File: src/hdl/stbs_pkg.sv
// ----------------------------------------------------------------------------
// stbs_pkg
// shared constants and types of the sorted table binary search core
// ----------------------------------------------------------------------------
package stbs_pkg;

  localparam int unsigned MAX_ROWS_DEF    = 32;
  localparam int unsigned MAX_COLUMNS_DEF = 32;

  localparam int unsigned CNT_W   = 6;
  localparam int unsigned PROD_W  = 2 * CNT_W;
  localparam int unsigned VALUE_W = 32;
  localparam int unsigned CFG_IDX_W = 1;

  // configuration register indexes
  localparam logic [CFG_IDX_W-1:0] REG_ROW_COUNT    = 1'b0;
  localparam logic [CFG_IDX_W-1:0] REG_COLUMN_COUNT = 1'b1;

  // item actions
  localparam logic ACT_LOAD  = 1'b0;
  localparam logic ACT_QUERY = 1'b1;

  typedef logic signed [VALUE_W-1:0] value_t;

  // requests from the top level to the search sequencer
  typedef struct packed {
    logic   start;
    logic   ack;
    value_t target;
  } seq_req_t;

  // status from the search sequencer
  typedef struct packed {
    logic idle;
    logic done;
    logic found;
  } seq_rsp_t;

endpackage

File: src/hdl/stbs_seq.sv
// ----------------------------------------------------------------------------
// stbs_seq
// binary search sequencer: one probe per cycle over the shared compare unit
// ----------------------------------------------------------------------------
module stbs_seq #(
  parameter int unsigned DEPTH = stbs_pkg::MAX_ROWS_DEF * stbs_pkg::MAX_COLUMNS_DEF,
  localparam int unsigned AW   = (DEPTH > 1) ? $clog2(DEPTH) : 1,
  localparam int unsigned SW   = $clog2(DEPTH + 1)
) (
  input  logic               clk_i,
  input  logic               rst_ni,
  input  stbs_pkg::seq_req_t req_i,
  input  logic [SW-1:0]      total_i,
  output stbs_pkg::seq_rsp_t rsp_o,
  output logic               re_o,
  output logic [AW-1:0]      raddr_o,
  input  stbs_pkg::value_t   rdata_i
);

  typedef enum logic [2:0] {
    S_IDLE  = 3'b001,
    S_PROBE = 3'b010,
    S_DONE  = 3'b100
  } state_e;

  state_e           state_q, state_d;
  logic [SW-1:0]    lo_q, lo_d;
  logic [SW-1:0]    hi_q, hi_d;     // one past the upper bound
  logic [SW-1:0]    mid_q, mid_d;
  stbs_pkg::value_t target_q, target_d;
  logic             found_q, found_d;

  logic             hit, below;
  logic [SW-1:0]    lo_n, hi_n;
  logic [SW:0]      span_sum;
  logic [SW-1:0]    mid_n;
  logic [SW-1:0]    mid_first;

  // shared compare unit and next-probe arithmetic
  assign hit       = (target_q == rdata_i);
  assign below     = (target_q < rdata_i);
  assign lo_n      = below ? lo_q : (mid_q + SW'(1));
  assign hi_n      = below ? mid_q : hi_q;
  assign span_sum  = {1'b0, lo_n} + {1'b0, hi_n} - (SW + 1)'(1);
  assign mid_n     = span_sum[SW:1];
  assign mid_first = (total_i - SW'(1)) >> 1;

  always_comb begin
    state_d  = state_q;
    lo_d     = lo_q;
    hi_d     = hi_q;
    mid_d    = mid_q;
    target_d = target_q;
    found_d  = found_q;
    re_o     = 1'b0;
    raddr_o  = AW'(mid_first);
    case (state_q)
      S_IDLE: begin
        if (req_i.start) begin
          target_d = req_i.target;
          lo_d     = '0;
          hi_d     = total_i;
          mid_d    = mid_first;
          re_o     = 1'b1;
          state_d  = S_PROBE;
        end
      end
      S_PROBE: begin
        raddr_o = AW'(mid_n);
        if (hit) begin
          found_d = 1'b1;
          state_d = S_DONE;
        end else if (lo_n >= hi_n) begin
          found_d = 1'b0;
          state_d = S_DONE;
        end else begin
          lo_d  = lo_n;
          hi_d  = hi_n;
          mid_d = mid_n;
          re_o  = 1'b1;
        end
      end
      S_DONE: begin
        if (req_i.ack) begin
          state_d = S_IDLE;
        end
      end
      default: begin
        state_d = S_IDLE;
      end
    endcase
  end

  always_ff @(posedge clk_i or negedge rst_ni) begin
    if (!rst_ni) begin
      state_q <= S_IDLE;
    end else begin
      state_q <= state_d;
    end
  end

  always_ff @(posedge clk_i) begin
    lo_q     <= lo_d;
    hi_q     <= hi_d;
    mid_q    <= mid_d;
    target_q <= target_d;
    found_q  <= found_d;
  end

  assign rsp_o.idle  = (state_q == S_IDLE);
  assign rsp_o.done  = (state_q == S_DONE);
  assign rsp_o.found = found_q;

endmodule

File: config.mk
export PLATFORM = sky130hd
export DESIGN_NAME = stbs_seq
export DESIGN_NICKNAME = d
export VERILOG_FILES = /design/src/hdl/stbs_pkg.sv /design/src/hdl/stbs_seq.sv
export SDC_FILE = /design/constraint.sdc
export NUM_CORES = 1
export LEC_CHECK = 0
export ABC_AREA = 1
export ABC_CLOCK_PERIOD_IN_PS = 5790
export BUFFER_PORTS_ARGS = -buffer_cell sky130_fd_sc_hd__buf_2
export CAP_MARGIN = 20
export CORE_ASPECT_RATIO = 1.5
export CORE_MARGIN = 2
export CORE_UTILIZATION = 51
export DETAILED_ROUTE_END_ITERATION = 10
export GPL_ROUTABILITY_DRIVEN = 0
export PLACE_DENSITY = 0.77
export SLEW_MARGIN = 20
export SYNTH_ARGS = -nofsm -noshare
export SYNTH_HDL_FRONTEND = slang
export SYNTH_SLANG_ARGS = --single-unit
File: constraint.sdc
create_clock -name clk_i -period 5.79 [get_ports clk_i]
set_input_delay 1.158 -clock clk_i [delete_from_list [all_inputs] [get_ports clk_i]]
set_output_delay 1.158 -clock clk_i [all_outputs]
set_load 0.1 [all_outputs]
Word level (Yosys, flattened, before mapping)
Cells that the tools add are included. Widths: inputs -> output; s select.

Logic and storage cells: 52. Flip-flop bits (word level): 69. Input bits: 79. Output and inout port bits: 14.

Reductions and logical operators: 6. Equality and inequality tests: 9. Multiplexer cells: 25. $add $sub $neg: 4. Magnitude comparators: 2.

Operator list (count): $mux 11 (11); $pmux 11 s2 (3); $eq 32x32->1 (1); $lt 32x32->1 (1); $add 11x11->12 (1); $mux 3 (4); $sub 12x1->12 const B (1); $add 11x1->11 const B (1); $ge 11x11->1 (1); $sub 11x1->11 const B (1); $mux 10 (1); $pmux 3 s3 (1); $ne 2x2->1 const B (4); $mux 1 (4); $reduce_and 2->1 (2); $reduce_and 4->1 (1); $reduce_bool 2->1 (2); $eq 3x1->1 const B (1); $eq 3x2->1 const B (1); $eq 3x3->1 const B (1); $ne 3x3->1 const B (1); $reduce_and 3->1 (1); $pmux 1 s2 (1).

Depth between registers and ports, before layout
Gate-level depths: netlist of the first run.

Depth in word-level cells: 7. Gate-level depth with buffers: 38.

Worst setup path after synthesis of the first run
Ideal clock, no wire load.

Path kind: input -> output. From: input rdata_i[31]. To: output raddr_o[4]. Path slack: -1622 ps. Required time: 4632 ps. Arrival time: 6254 ps. Cell stages on the path: 19. Cell sequence: inv_1 > ha_1 > a21oi_1 > o21a_1 > nand2_1 > a21oi_2 > nand2_2 > nand2_2 > nand2_4 > buf_6 > buf_2 > o21ai_0 > inv_1 > ha_1 > inv_1 > fa_1 > o31ai_1 > o21ai_0 > o21ai_0.

Cells in the longest elaborated chain, start to end: 5. Elaborated cells on any way between the ends: 6. Those cells by class: 2 x add/sub; 1 x order compare; 3 x mux.

RTL lines: start, declared (line stbs_seq.sv:17) `input stbs_pkg::value_t rdata_i`; $lt 32x32->1 (line stbs_seq.sv:41) `assign below = (target_q < rdata_i);`; $mux 11 (line stbs_seq.sv:42) `assign lo_n = below ? lo_q : (mid_q + SW'(1));`; via lo_n[2] (line stbs_seq.sv:34) `logic [SW-1:0] lo_n, hi_n;`; $add 11x11->12 (line stbs_seq.sv:44) `assign span_sum = {1'b0, lo_n} + {1'b0, hi_n} - (SW + 1)'(1);`; $sub 12x1->12 (line stbs_seq.sv:44); $mux 10 (line stbs_seq.sv:57) `case (state_q)`; end, declared (line stbs_seq.sv:16) `output logic [AW-1:0] raddr_o,`.

The timed path passes the listed nets, and every way through them passes these cells.

Worst setup path after layout of the first run
From: input rdata_i[18]. To: output raddr_o[9].

Same word-level chain as after synthesis.

==> metrics.csv, run 1 <==
metric,value,unit
Seq cells post-synth,69,
Async SR Flop Fraction,4.348,%
RSZ-0062 raised after global routing,true,
DRT antenna net count,0,
vias,4495,
slew margin rel.,64.14,%
status,"finished, violations left",
# fillers,570,
placed cell area,6228,um^2
Final Cycle Share,101.1,%
number of global-route vias before repair,4566,
worst endpoint required time,4.63,ns
Max Freq,170.8,MHz
crit path to,raddr_o[9],
"Seq/Total Area, Yosys",41.83,%
Multi-input gate area,3287,um^2
area grow syn2layout,47.90,%
Die H,124.3,um
Netlist cell types,39,
row count,43,
Startpoint Class,primary input,
failing checks,negative setup slack,
setup tns final,-0.09984,ns
H-tree depth,3,
Crit-path slowest cell,ha_4,
Worst Tran Pin Value,0.5379,ns
Clock transition at path regs,0.06,ns
crit path launch,rdata_i[18],
crit-path max FO,7,
Sink Count,69,
Setup CP Type,primary input to output pin,
endpoints failing setup,2,
synthesized cell area,4921,um^2
largest net degree at the start of global routing,48,
CTS max path bufs,2,
drt drc,0,
FF+latch area,2058,um^2
cts bufs inserted,9,
crit end category,output pin,
Critical Path AT,4.70,ns
Skew-Pair Late Insertion Delay,0.33,ns
Clock Skew,0.007296,ns
root buf cell,clkbuf_16,
# nets final,866,
wire length per cell,15.68,um
Slew Limit Fails,0,
grt ovf,0,
Post-Route WL,13170,um
CP dominant cell by count,nor2_2,
starting density of the core,52.87,%
FF-to-FF path depth,19,
diodes inserted,0,
"worst slack, placed",-0.3034,ns
layout cell share with drive strength beyond 1,44.92,%
I/O pin total,93,
Synth Area per Inst,8.543,um^2
DR iter-0 viols,185,
Synth Flop Type,edfxtp_1,
Fin. Hold Viols,0,
detailed-router iteration count before antenna repair,5,
Synth Instances,576,
final instance area,7278,um^2
vias per cell,5.351,
GRT Resource Usage Total,23.42,%
first-pass GRT wire length,19830,um
core area,9308,um^2
delay of the slowest cell on the worst path,0.30,ns
min cycle time layout,5.856,ns
CTS tree,yes,
worst hold path type,flop to flop,
register-to-register setup slack,1.51,ns
warnings from Yosys,0,
die area,10470,um^2
end of the worst register-to-register path,mid_q[0],
Reg-to-Reg Start,target_q[8],
Synth Net Count,719,
IO buf count,92,
post-DP HPWL,8668,um
width of the die,84.21,um
antenna violations before repair,0,
Post-synth EDFFs,66,
Max Cap Viol,0,
final worst-path setup slack,-0.06551,ns
-- placed cells by master, fill, tap and decap left out, types with 7 or more instances in the layout --
master / netlist / final
nor2_2: 2 / 7
buf_2: 3 / 72
o21ai_0: 42 / 22
a21oi_1: 24 / 12
nor3_1: 9 / 8
nand3_2: 2 / 7
a21oi_2: 1 / 11
inv_2: 1 / 28
nand2_2: 9 / 22
xor2_1: 10 / 10
inv_1: 107 / 78
o21ai_1: 4 / 9
clkbuf_16: 0 / 9
nand2_4: 3 / 13
buf_12: 0 / 10
ha_4: 0 / 34
ha_1: 63 / 25
o21ai_2: 0 / 9
nand2_1: 120 / 96
buf_4: 2 / 51
buf_6: 2 / 13
nand3_1: 25 / 19
nor2_1: 46 / 38
edfxtp_1: 66 / 66
-- metrics by stage --
step                std cells  util [%]  hold WS [ns]
floorplan                 576         -        0.5015
global placement          801     66.92        0.5201
detailed placement        801     66.92        0.5534
CTS                       833     73.34        0.5618
global route              840     78.20        0.5878
finish                    840     78.20        0.5587
-- layer usage --
layer	up-vias	share of wire (%)	global-route usage, %
met5	-	0	0
met4	0	2.0	7.875
met3	23	4.6	4.838
met2	142	55	44.12
met1	2147	38	25.48
li1	2183	-	-
-- worst min path at each step --
stage,endpoint,slack (ns),cells after the start,from
4_1_cts,state_q[0],0.56,3,state_q[1]
3_3_place_gp,state_q[0],0.52,3,state_q[1]
2_1_floorplan,state_q[0],0.50,3,state_q[1]
5_1_grt,state_q[0],0.59,3,state_q[1]
3_5_place_dp,state_q[0],0.55,3,state_q[1]
6_report,state_q[0],0.56,3,state_q[1]
-- cells by family after synthesis --
family / Yosys count / share of synthesized area (%)
AND/OR/NAND/NOR: 224 / 19.78
multiplexers: 2 / 0.4068
flip-flops: 69 / 41.83
AO/OA/AOI/OAI: 83 / 9.382
adder cells (fa/ha/maj): 64 / 16.43
buffers and inverters: 120 / 9.687
XOR/XNOR: 14 / 2.492
-- state kept, by name (all words and copies together), names as in the netlist --
register / cells
lo_q: 11
found_q: 1
target_q: 32
mid_q: 11
state_q: 3
hi_q: 11
-- timing repair --
action / in CTS / in global routing
setup endpoints to repair: 5 / 7
gates resized for setup: 44 / 85
hold buffers: 0 / 0
cloned: 1 / 0
pin swaps: 16 / 34
buffers inserted: 15 / 7
-- worst max-delay path: cells and delay by family --
kind | cells | cell delay (ns)
adder cells (fa/ha/maj) | 3 | 0.78
buffers and inverters | 6 | 0.58
AO/OA/AOI/OAI | 3 | 0.43
AND/OR/NAND/NOR | 18 | 1.74
-- area by class of cell --
type | instances | area share (%)
multi-input cells | 388 | 45.16
clock inverters | 3 | 0.2751
well taps | 112 | 1.925
repair buffers | 147 | 15.08
flip-flops and latches | 69 | 28.28
inverters | 108 | 5.707
clock buffers | 13 | 3.576
-- cells in the mapped netlist (3+ instances only) --
master	number	area share, %
inv_1	107	8.2
a21oi_1	24	2.4
o21ai_1	4	0.41
nand2_4	3	0.69
edfxtp_1	66	40
nor2_1	46	3.5
clkbuf_1	5	0.38
nand2_1	120	9.2
o21ai_0	42	4.3
xnor2_1	4	0.71
ha_1	63	16
xor2_1	10	1.8
nor3_1	9	0.92
buf_2	3	0.31
or2_2	3	0.38
nand3_1	25	2.5
nand2_2	9	1.1
Power of run 1 is not shown: default switching activity piles up to over one toggle a cycle in this logic, so the estimate is an artifact.
==> run 2, diff against run 1 <==
--- a/config.mk
+++ b/config.mk
@@ -5,7 +5,7 @@
 export SDC_FILE = /design/constraint.sdc
 export NUM_CORES = 1
 export LEC_CHECK = 0
-export ABC_AREA = 1
+export ABC_AREA = 0
 export ABC_CLOCK_PERIOD_IN_PS = 5790
 export BUFFER_PORTS_ARGS = -buffer_cell sky130_fd_sc_hd__buf_2
 export CAP_MARGIN = 20
@@ -14,7 +14,7 @@
 export CORE_UTILIZATION = 51
 export DETAILED_ROUTE_END_ITERATION = 10
 export GPL_ROUTABILITY_DRIVEN = 0
-export PLACE_DENSITY = 0.77
+export PLACE_DENSITY = 0.78
 export SLEW_MARGIN = 20
 export SYNTH_ARGS = -nofsm -noshare
 export SYNTH_HDL_FRONTEND = slang
==> metrics.csv, run 2 <==
metric,value,unit
area grow syn2layout,47.57,%
vias,4094,
warnings from Yosys,0,
Synth Instances,472,
diodes inserted,0,
Synth area leader,edfxtp_1,
Final Cycle Share,115.6,%
crit end category,output pin,
crit-path max FO,5,
Hold Path Stages,2,
die area,10130,um^2
number of global-route vias before repair,4301,
FF-to-FF path depth,21,
Sink Count,69,
Seq cells post-synth,69,
Clock Skew,0.006464,ns
root buf cell,clkbuf_16,
worst endpoint required time,4.63,ns
antenna violations before repair,0,
# nets final,766,
vias per cell,5.532,
"top cells by count, synth","edfxtp_1 (66), ha_1 (63), inv_1 (63), nor2_1 (39), a21oi_1 (36)",
IO buf count,92,
Max Freq,149.4,MHz
DR iter-0 viols,167,
Clock transition at path regs,0.06,ns
core area,9146,um^2
end of the worst register-to-register path,hi_q[2],
Fin. Hold Viols,0,
"Most flops, register",target_q,
Max Cap Viol,0,
"commonest non-fill, non-tap cell in the layout",buf_2,
I/O pin total,93,
Async SR Flop Fraction,4.348,%
most frequent cells in the layout,"buf_2 (74), edfxtp_1 (66), buf_4 (53), inv_1 (43), ha_1 (42)",
starting density of the core,52.00,%
Die H,122.3,um
largest net degree at the start of global routing,43,
wire length per cell,17.04,um
row count,43,
Netlist cell types,50,
CTS tree,yes,
Reg-to-Reg Start,target_q[13],
Skew-Pair Late Insertion Delay,0.33,ns
Critical Path AT,5.53,ns
grt ovf,0,
Largest register FFs,32,
post-synth top area share,41.67,%
Slew Limit Fails,0,
failing checks,negative setup slack,
final instance area,7018,um^2
Post-Route WL,12610,um
"Seq/Total Area, Yosys",43.28,%
Min Hold Slack,0.5909,ns
setup tns final,-4.447,ns
Synth Area per Inst,10.08,um^2
detailed-router iteration count before antenna repair,4,
synthesized cell area,4756,um^2
Startpoint Class,primary input,
post-DP HPWL,9003,um
HP Start,state_q[2],
top post-synthesis cells by area,"edfxtp_1 (42%), ha_1 (17%), inv_1 (5.0%)",
placed cell area,6243,um^2
GRT Resource Usage Total,24.62,%
min cycle time layout,6.692,ns
Setup CP Type,primary input to output pin,
width of the die,82.85,um
Synth Flop Type,edfxtp_1,
worst hold path type,flop to flop,
Post-synth EDFFs,66,
hold worst-path end,state_q[0],
Worst Tran Pin Value,0.7482,ns
register-to-register setup slack,0.87,ns
endpoints failing setup,9,
CTS max path bufs,2,
RSZ-0062 raised after global routing,true,
Synth Net Count,615,
first-pass GRT wire length,19740,um
cts bufs inserted,9,
H-tree depth,3,
# fillers,568,
most frequent cell after synthesis,edfxtp_1,
status,"finished, violations left",
drt drc,0,
final worst-path setup slack,-0.9017,ns
DRT antenna net count,0,
slew margin rel.,49.93,%
layout cell share with drive strength beyond 1,42.52,%
[run 2: changes by cell type after synthesis, moves of 5 or more]
cell,delta
nand2_1,-85
inv_1,-44
o21ai_0,-16
nand3_1,-15
a21oi_1,+12
mux2i_1,+12
xnor2_1,+10
nand2_2,-9
nor2_1,-7
a21o_1,+6
xor2_1,+6
and3_1,+5
nor4_1,+5
[run 2: layout make-up]
type | count | area, um^2 | share of cell area, %
clock buffers | 14 | 254.0 | 3.619
multi-input cells | 326 | 3073 | 43.79
well taps | 112 | 140.1 | 1.997
inverters | 63 | 271.5 | 3.869
flip-flops and latches | 69 | 2058 | 29.33
repair buffers | 154 | 1211 | 17.26
clock inverters | 2 | 10.01 | 0.1426
[run 2: critical path: stages]
cell      delay (ns)
buf_8           0.10
inv_8           0.04
ha_4            0.19
a21oi_2         0.14
o21ai_1         0.09
a211o_1         0.31
o32ai_4         0.34
mux2i_4         0.36
buf_12          0.17
mux2i_4         0.27
ha_4            0.25
ha_4            0.24
a21o_1          0.20
a21oi_2         0.17
o21bai_1        0.10
a21oi_2         0.22
o21ai_1         0.09
o311a_1         0.38
o21a_1          0.20
o31ai_4         0.27
buf_12          0.21
[run 2: cells by family (layout without fill, tap and decap cells)]
logic type               Yosys count  after routing  synth area share [%]
AND/OR/NAND/NOR                  124            124                 12.50
buffers and inverters             77            233                 6.446
flip-flops                        69             69                 43.28
adder cells (fa/ha/maj)           66             66                 17.42
AO/OA/AOI/OAI                     91             91                 11.60
multiplexers                      15             15                 3.236
XOR/XNOR                          30             30                 5.525
[run 2: timing repair]
action                                  4_1_cts  5_1_grt
endpoints found under the setup margin       10       10
setup buffers                                 8        6
resized for setup                            52       33
hold buffers                                  0        0
pin swaps                                    16       25
cloned                                        1        0
[run 2: metal layers]
metal / up-vias / GRT usage [%] / wire length (um)
met2: 129 / 47.38 / 6954
met3: 27 / 4.438 / 560
met4: 0 / 9.119 / 275
met1: 1975 / 26.74 / 4820
li1: 1963 / - / -
met5: - / 0 / 0
[run 2: worst max path at each step]
stage	from	end	slack (ns)	cells after the start
5_1_grt	rdata_i[7]	raddr_o[9]	-1.01	22
2_1_floorplan	rdata_i[13]	raddr_o[9]	-0.94	20
3_3_place_gp	rdata_i[10]	raddr_o[7]	-0.74	21
4_1_cts	rdata_i[13]	raddr_o[9]	-0.75	24
3_5_place_dp	rdata_i[13]	raddr_o[8]	-0.88	25
6_report	rdata_i[13]	raddr_o[9]	-0.90	21
[run 2: stage by stage]
| step | util (%) | setup slack (ns) | cells |
|---|---|---|---|
| 2_1_floorplan | - | -0.9427 | 472 |
| 3_3_place_gp | 68.26 | -0.7445 | 714 |
| 3_5_place_dp | 68.26 | -0.8793 | 714 |
| 4_1_cts | 74.82 | -0.7499 | 736 |
| 5_1_grt | 76.73 | -1.008 | 740 |
| 6_report | 76.73 | -0.9017 | 740 |
Power of run 2 is left out for the same reason.
==> run 3, diff against run 2 <==
--- a/config.mk
+++ b/config.mk
@@ -6,15 +6,15 @@
 export NUM_CORES = 1
 export LEC_CHECK = 0
 export ABC_AREA = 0
-export ABC_CLOCK_PERIOD_IN_PS = 5790
-export BUFFER_PORTS_ARGS = -buffer_cell sky130_fd_sc_hd__buf_2
+export ABC_CLOCK_PERIOD_IN_PS = 8400
+export BUFFER_PORTS_ARGS = -buffer_cell sky130_fd_sc_hd__buf_4
 export CAP_MARGIN = 20
 export CORE_ASPECT_RATIO = 1.5
 export CORE_MARGIN = 2
-export CORE_UTILIZATION = 51
+export CORE_UTILIZATION = 61
 export DETAILED_ROUTE_END_ITERATION = 10
 export GPL_ROUTABILITY_DRIVEN = 0
-export PLACE_DENSITY = 0.78
+export PLACE_DENSITY = 0.87
 export SLEW_MARGIN = 20
 export SYNTH_ARGS = -nofsm -noshare
 export SYNTH_HDL_FRONTEND = slang
==> constraint.sdc (replaced) <==
create_clock -name clk_i -period 8.4 [get_ports clk_i]
set_input_delay 1.68 -clock clk_i [delete_from_list [all_inputs] [get_ports clk_i]]
set_output_delay 1.68 -clock clk_i [all_outputs]
set_load 0.1 [all_outputs]
==> metrics.csv, run 3 (synthesis gave the netlist of run 2 again) <==
metric,value,unit
Worst Tran Pin Value,0.7337,ns
detailed-router iteration count before antenna repair,5,
met2 usage,46.79,%
GRT Resource Usage Total,27.18,%
register-to-register setup slack,3.24,ns
status,finished clean,
slew margin rel.,50.91,%
CTS max path bufs,2,
GR Layer Usage met1,31.53,%
first-pass GRT wire length,18260,um
drt drc,0,
cts bufs inserted,9,
Multi-input gate area,2462,um^2
vias,3823,
Fin. Hold Viols,0,
hold worst-path end,lo_q[10],
worst endpoint required time,6.72,ns
IO buf count,92,
Critical Path AT,6.50,ns
"commonest non-fill, non-tap cell in the layout",buf_4,
Hold Path Stages,2,
Crit-path slowest cell,o32ai_4,
PwrDens,424.0,nW/um^2
final instance area,5931,um^2
vias per cell,5.655,
CTS tree,yes,
DRT antenna net count,0,
Die H,112.1,um
number of global-route vias before repair,3959,
delay of the slowest cell on the worst path,0.41,ns
WP buf/inv,4,
setup tns final,0,ns
HP Start,lo_q[10],
I/O pin total,93,
H-tree depth,3,
Clock Skew,0.007794,ns
end of the worst register-to-register path,mid_q[0],
crit end category,output pin,
core area,7612,um^2
Largest register FFs,32,
Final Cycle Share,97.43,%
antenna violations before repair,0,
Skew-Pair Late Insertion Delay,0.34,ns
FF+latch area,2058,um^2
# fillers,501,
"Most flops, register",target_q,
largest net degree at the start of global routing,54,
starting density of the core,62.48,%
hold_buf cts,0,
Post-Route WL,11290,um
min cycle time layout,8.184,ns
area grow syn2layout,24.70,%
worst hold path type,flop to flop,
width of the die,76.10,um
Slew Limit Fails,0,
FF-to-FF path depth,18,
row count,39,
Max Cap Viol,0,
P_leak,2.744,nW
"Cell Chain, Critical Path","buf_4, inv_1, ha_1, a21oi_1, o21ai_0, a211o_1, o32ai_4, mux2i_4, nor2_1, a21oi_1, inv_1, ha_1, ha_1, a21o_1, a21oi_2, o21bai_1, a21oi_2, o21ai_0, o311a_1, o21a_1, o31ai_2, buf_6",
root buf cell,clkbuf_16,
# nets final,712,
Sink Count,69,
Max VDD drop,0.3885,mV
diodes inserted,0,
met3 usage in global routing,6.592,%
Clock transition at path regs,0.05,ns
endpoints failing setup,0,
total power,2.515,mW
Reg-to-Reg Start,target_q[5],
grt ovf,0,
layout cell share with drive strength beyond 1,22.13,%
wire length per cell,16.71,um
placed cell area,5580,um^2
most frequent cells in the layout,"buf_4 (98), edfxtp_1 (66), inv_1 (63), ha_1 (63), nor2_1 (39)",
Max Freq,122.2,MHz
crit-path max FO,5,
CP dominant cell by count,ha_1,
Top Usage Layer GRT,met2,
"delay-heaviest family, CP",compound AO/OA/AOI/OAI gates,
Setup CP Type,primary input to output pin,
Startpoint Class,primary input,
die area,8533,um^2
post-DP HPWL,8179,um
DR iter-0 viols,194,
## run 3: area by class of cell
type	count	area share (%)
multi-input cells	327	41.52
flip-flops and latches	69	34.70
repair buffers	99	12.59
clock buffers	14	4.451
inverters	63	3.987
well taps	102	2.152
clock inverters	2	0.5907
## run 3: what timing repair did
| item | CTS | global route |
|---|---|---|
| setup buffers | 0 | 2 |
| setup endpoints to repair | 0 | 3 |
| endpoints found under the hold margin | 0 | 0 |
| resized for setup | 0 | 4 |
## run 3: worst reg2reg max path: cells and delay by family, from the launching register on
kind                     cells  cell delay [ns]
flip-flops                   1             0.36
AO/OA/AOI/OAI                9             1.98
AND/OR/NAND/NOR              2             0.36
adder cells (fa/ha/maj)      2             0.64
buffers and inverters        4             1.03
multiplexers                 1             0.41
## run 3: worst max path at each step
stage | start | endpoint | slack, ns | cells past startpoint
final | rdata_i[5] | raddr_o[9] | 0.22 | 22
after floorplan | rdata_i[15] | raddr_o[9] | -0.35 | 22
after detailed placement | rdata_i[5] | raddr_o[9] | 0.11 | 22
after global routing | rdata_i[31] | raddr_o[9] | -0.05 | 21
after CTS | rdata_i[5] | raddr_o[9] | 0.005 | 22
after global placement | rdata_i[5] | raddr_o[9] | 0.30 | 22
## run 3: power breakdown
part	switching (mW)	leakage, nW	total, mW	internal, mW
logic	0.967	1.93	1.53	0.565
registers	0.0684	0.663	0.601	0.533
clock network	0.136	0.147	0.382	0.246
total	1.17	2.74	2.51	1.34
## run 3: layer usage
layer	wire, um	up-vias
met1	4251	1744
met5	0	-
li1	-	1854
met2	5716	181
met4	579	0
met3	745	44
## run 3: through the flow
stage | hold WS, ns | setup slack (ns) | instances | util [%]
CTS | 0.6271 | 0.005470 | 673 | 77.24
global route | 0.6485 | -0.04964 | 676 | 77.91
finish | 0.6262 | 0.2156 | 676 | 77.91
global placement | 0.5532 | 0.3045 | 657 | 73.31
floorplan | 0.5226 | -0.3463 | 472 | -
detailed placement | 0.6117 | 0.1135 | 657 | 73.31
Note: power is estimated with default switching activity, not from simulation.
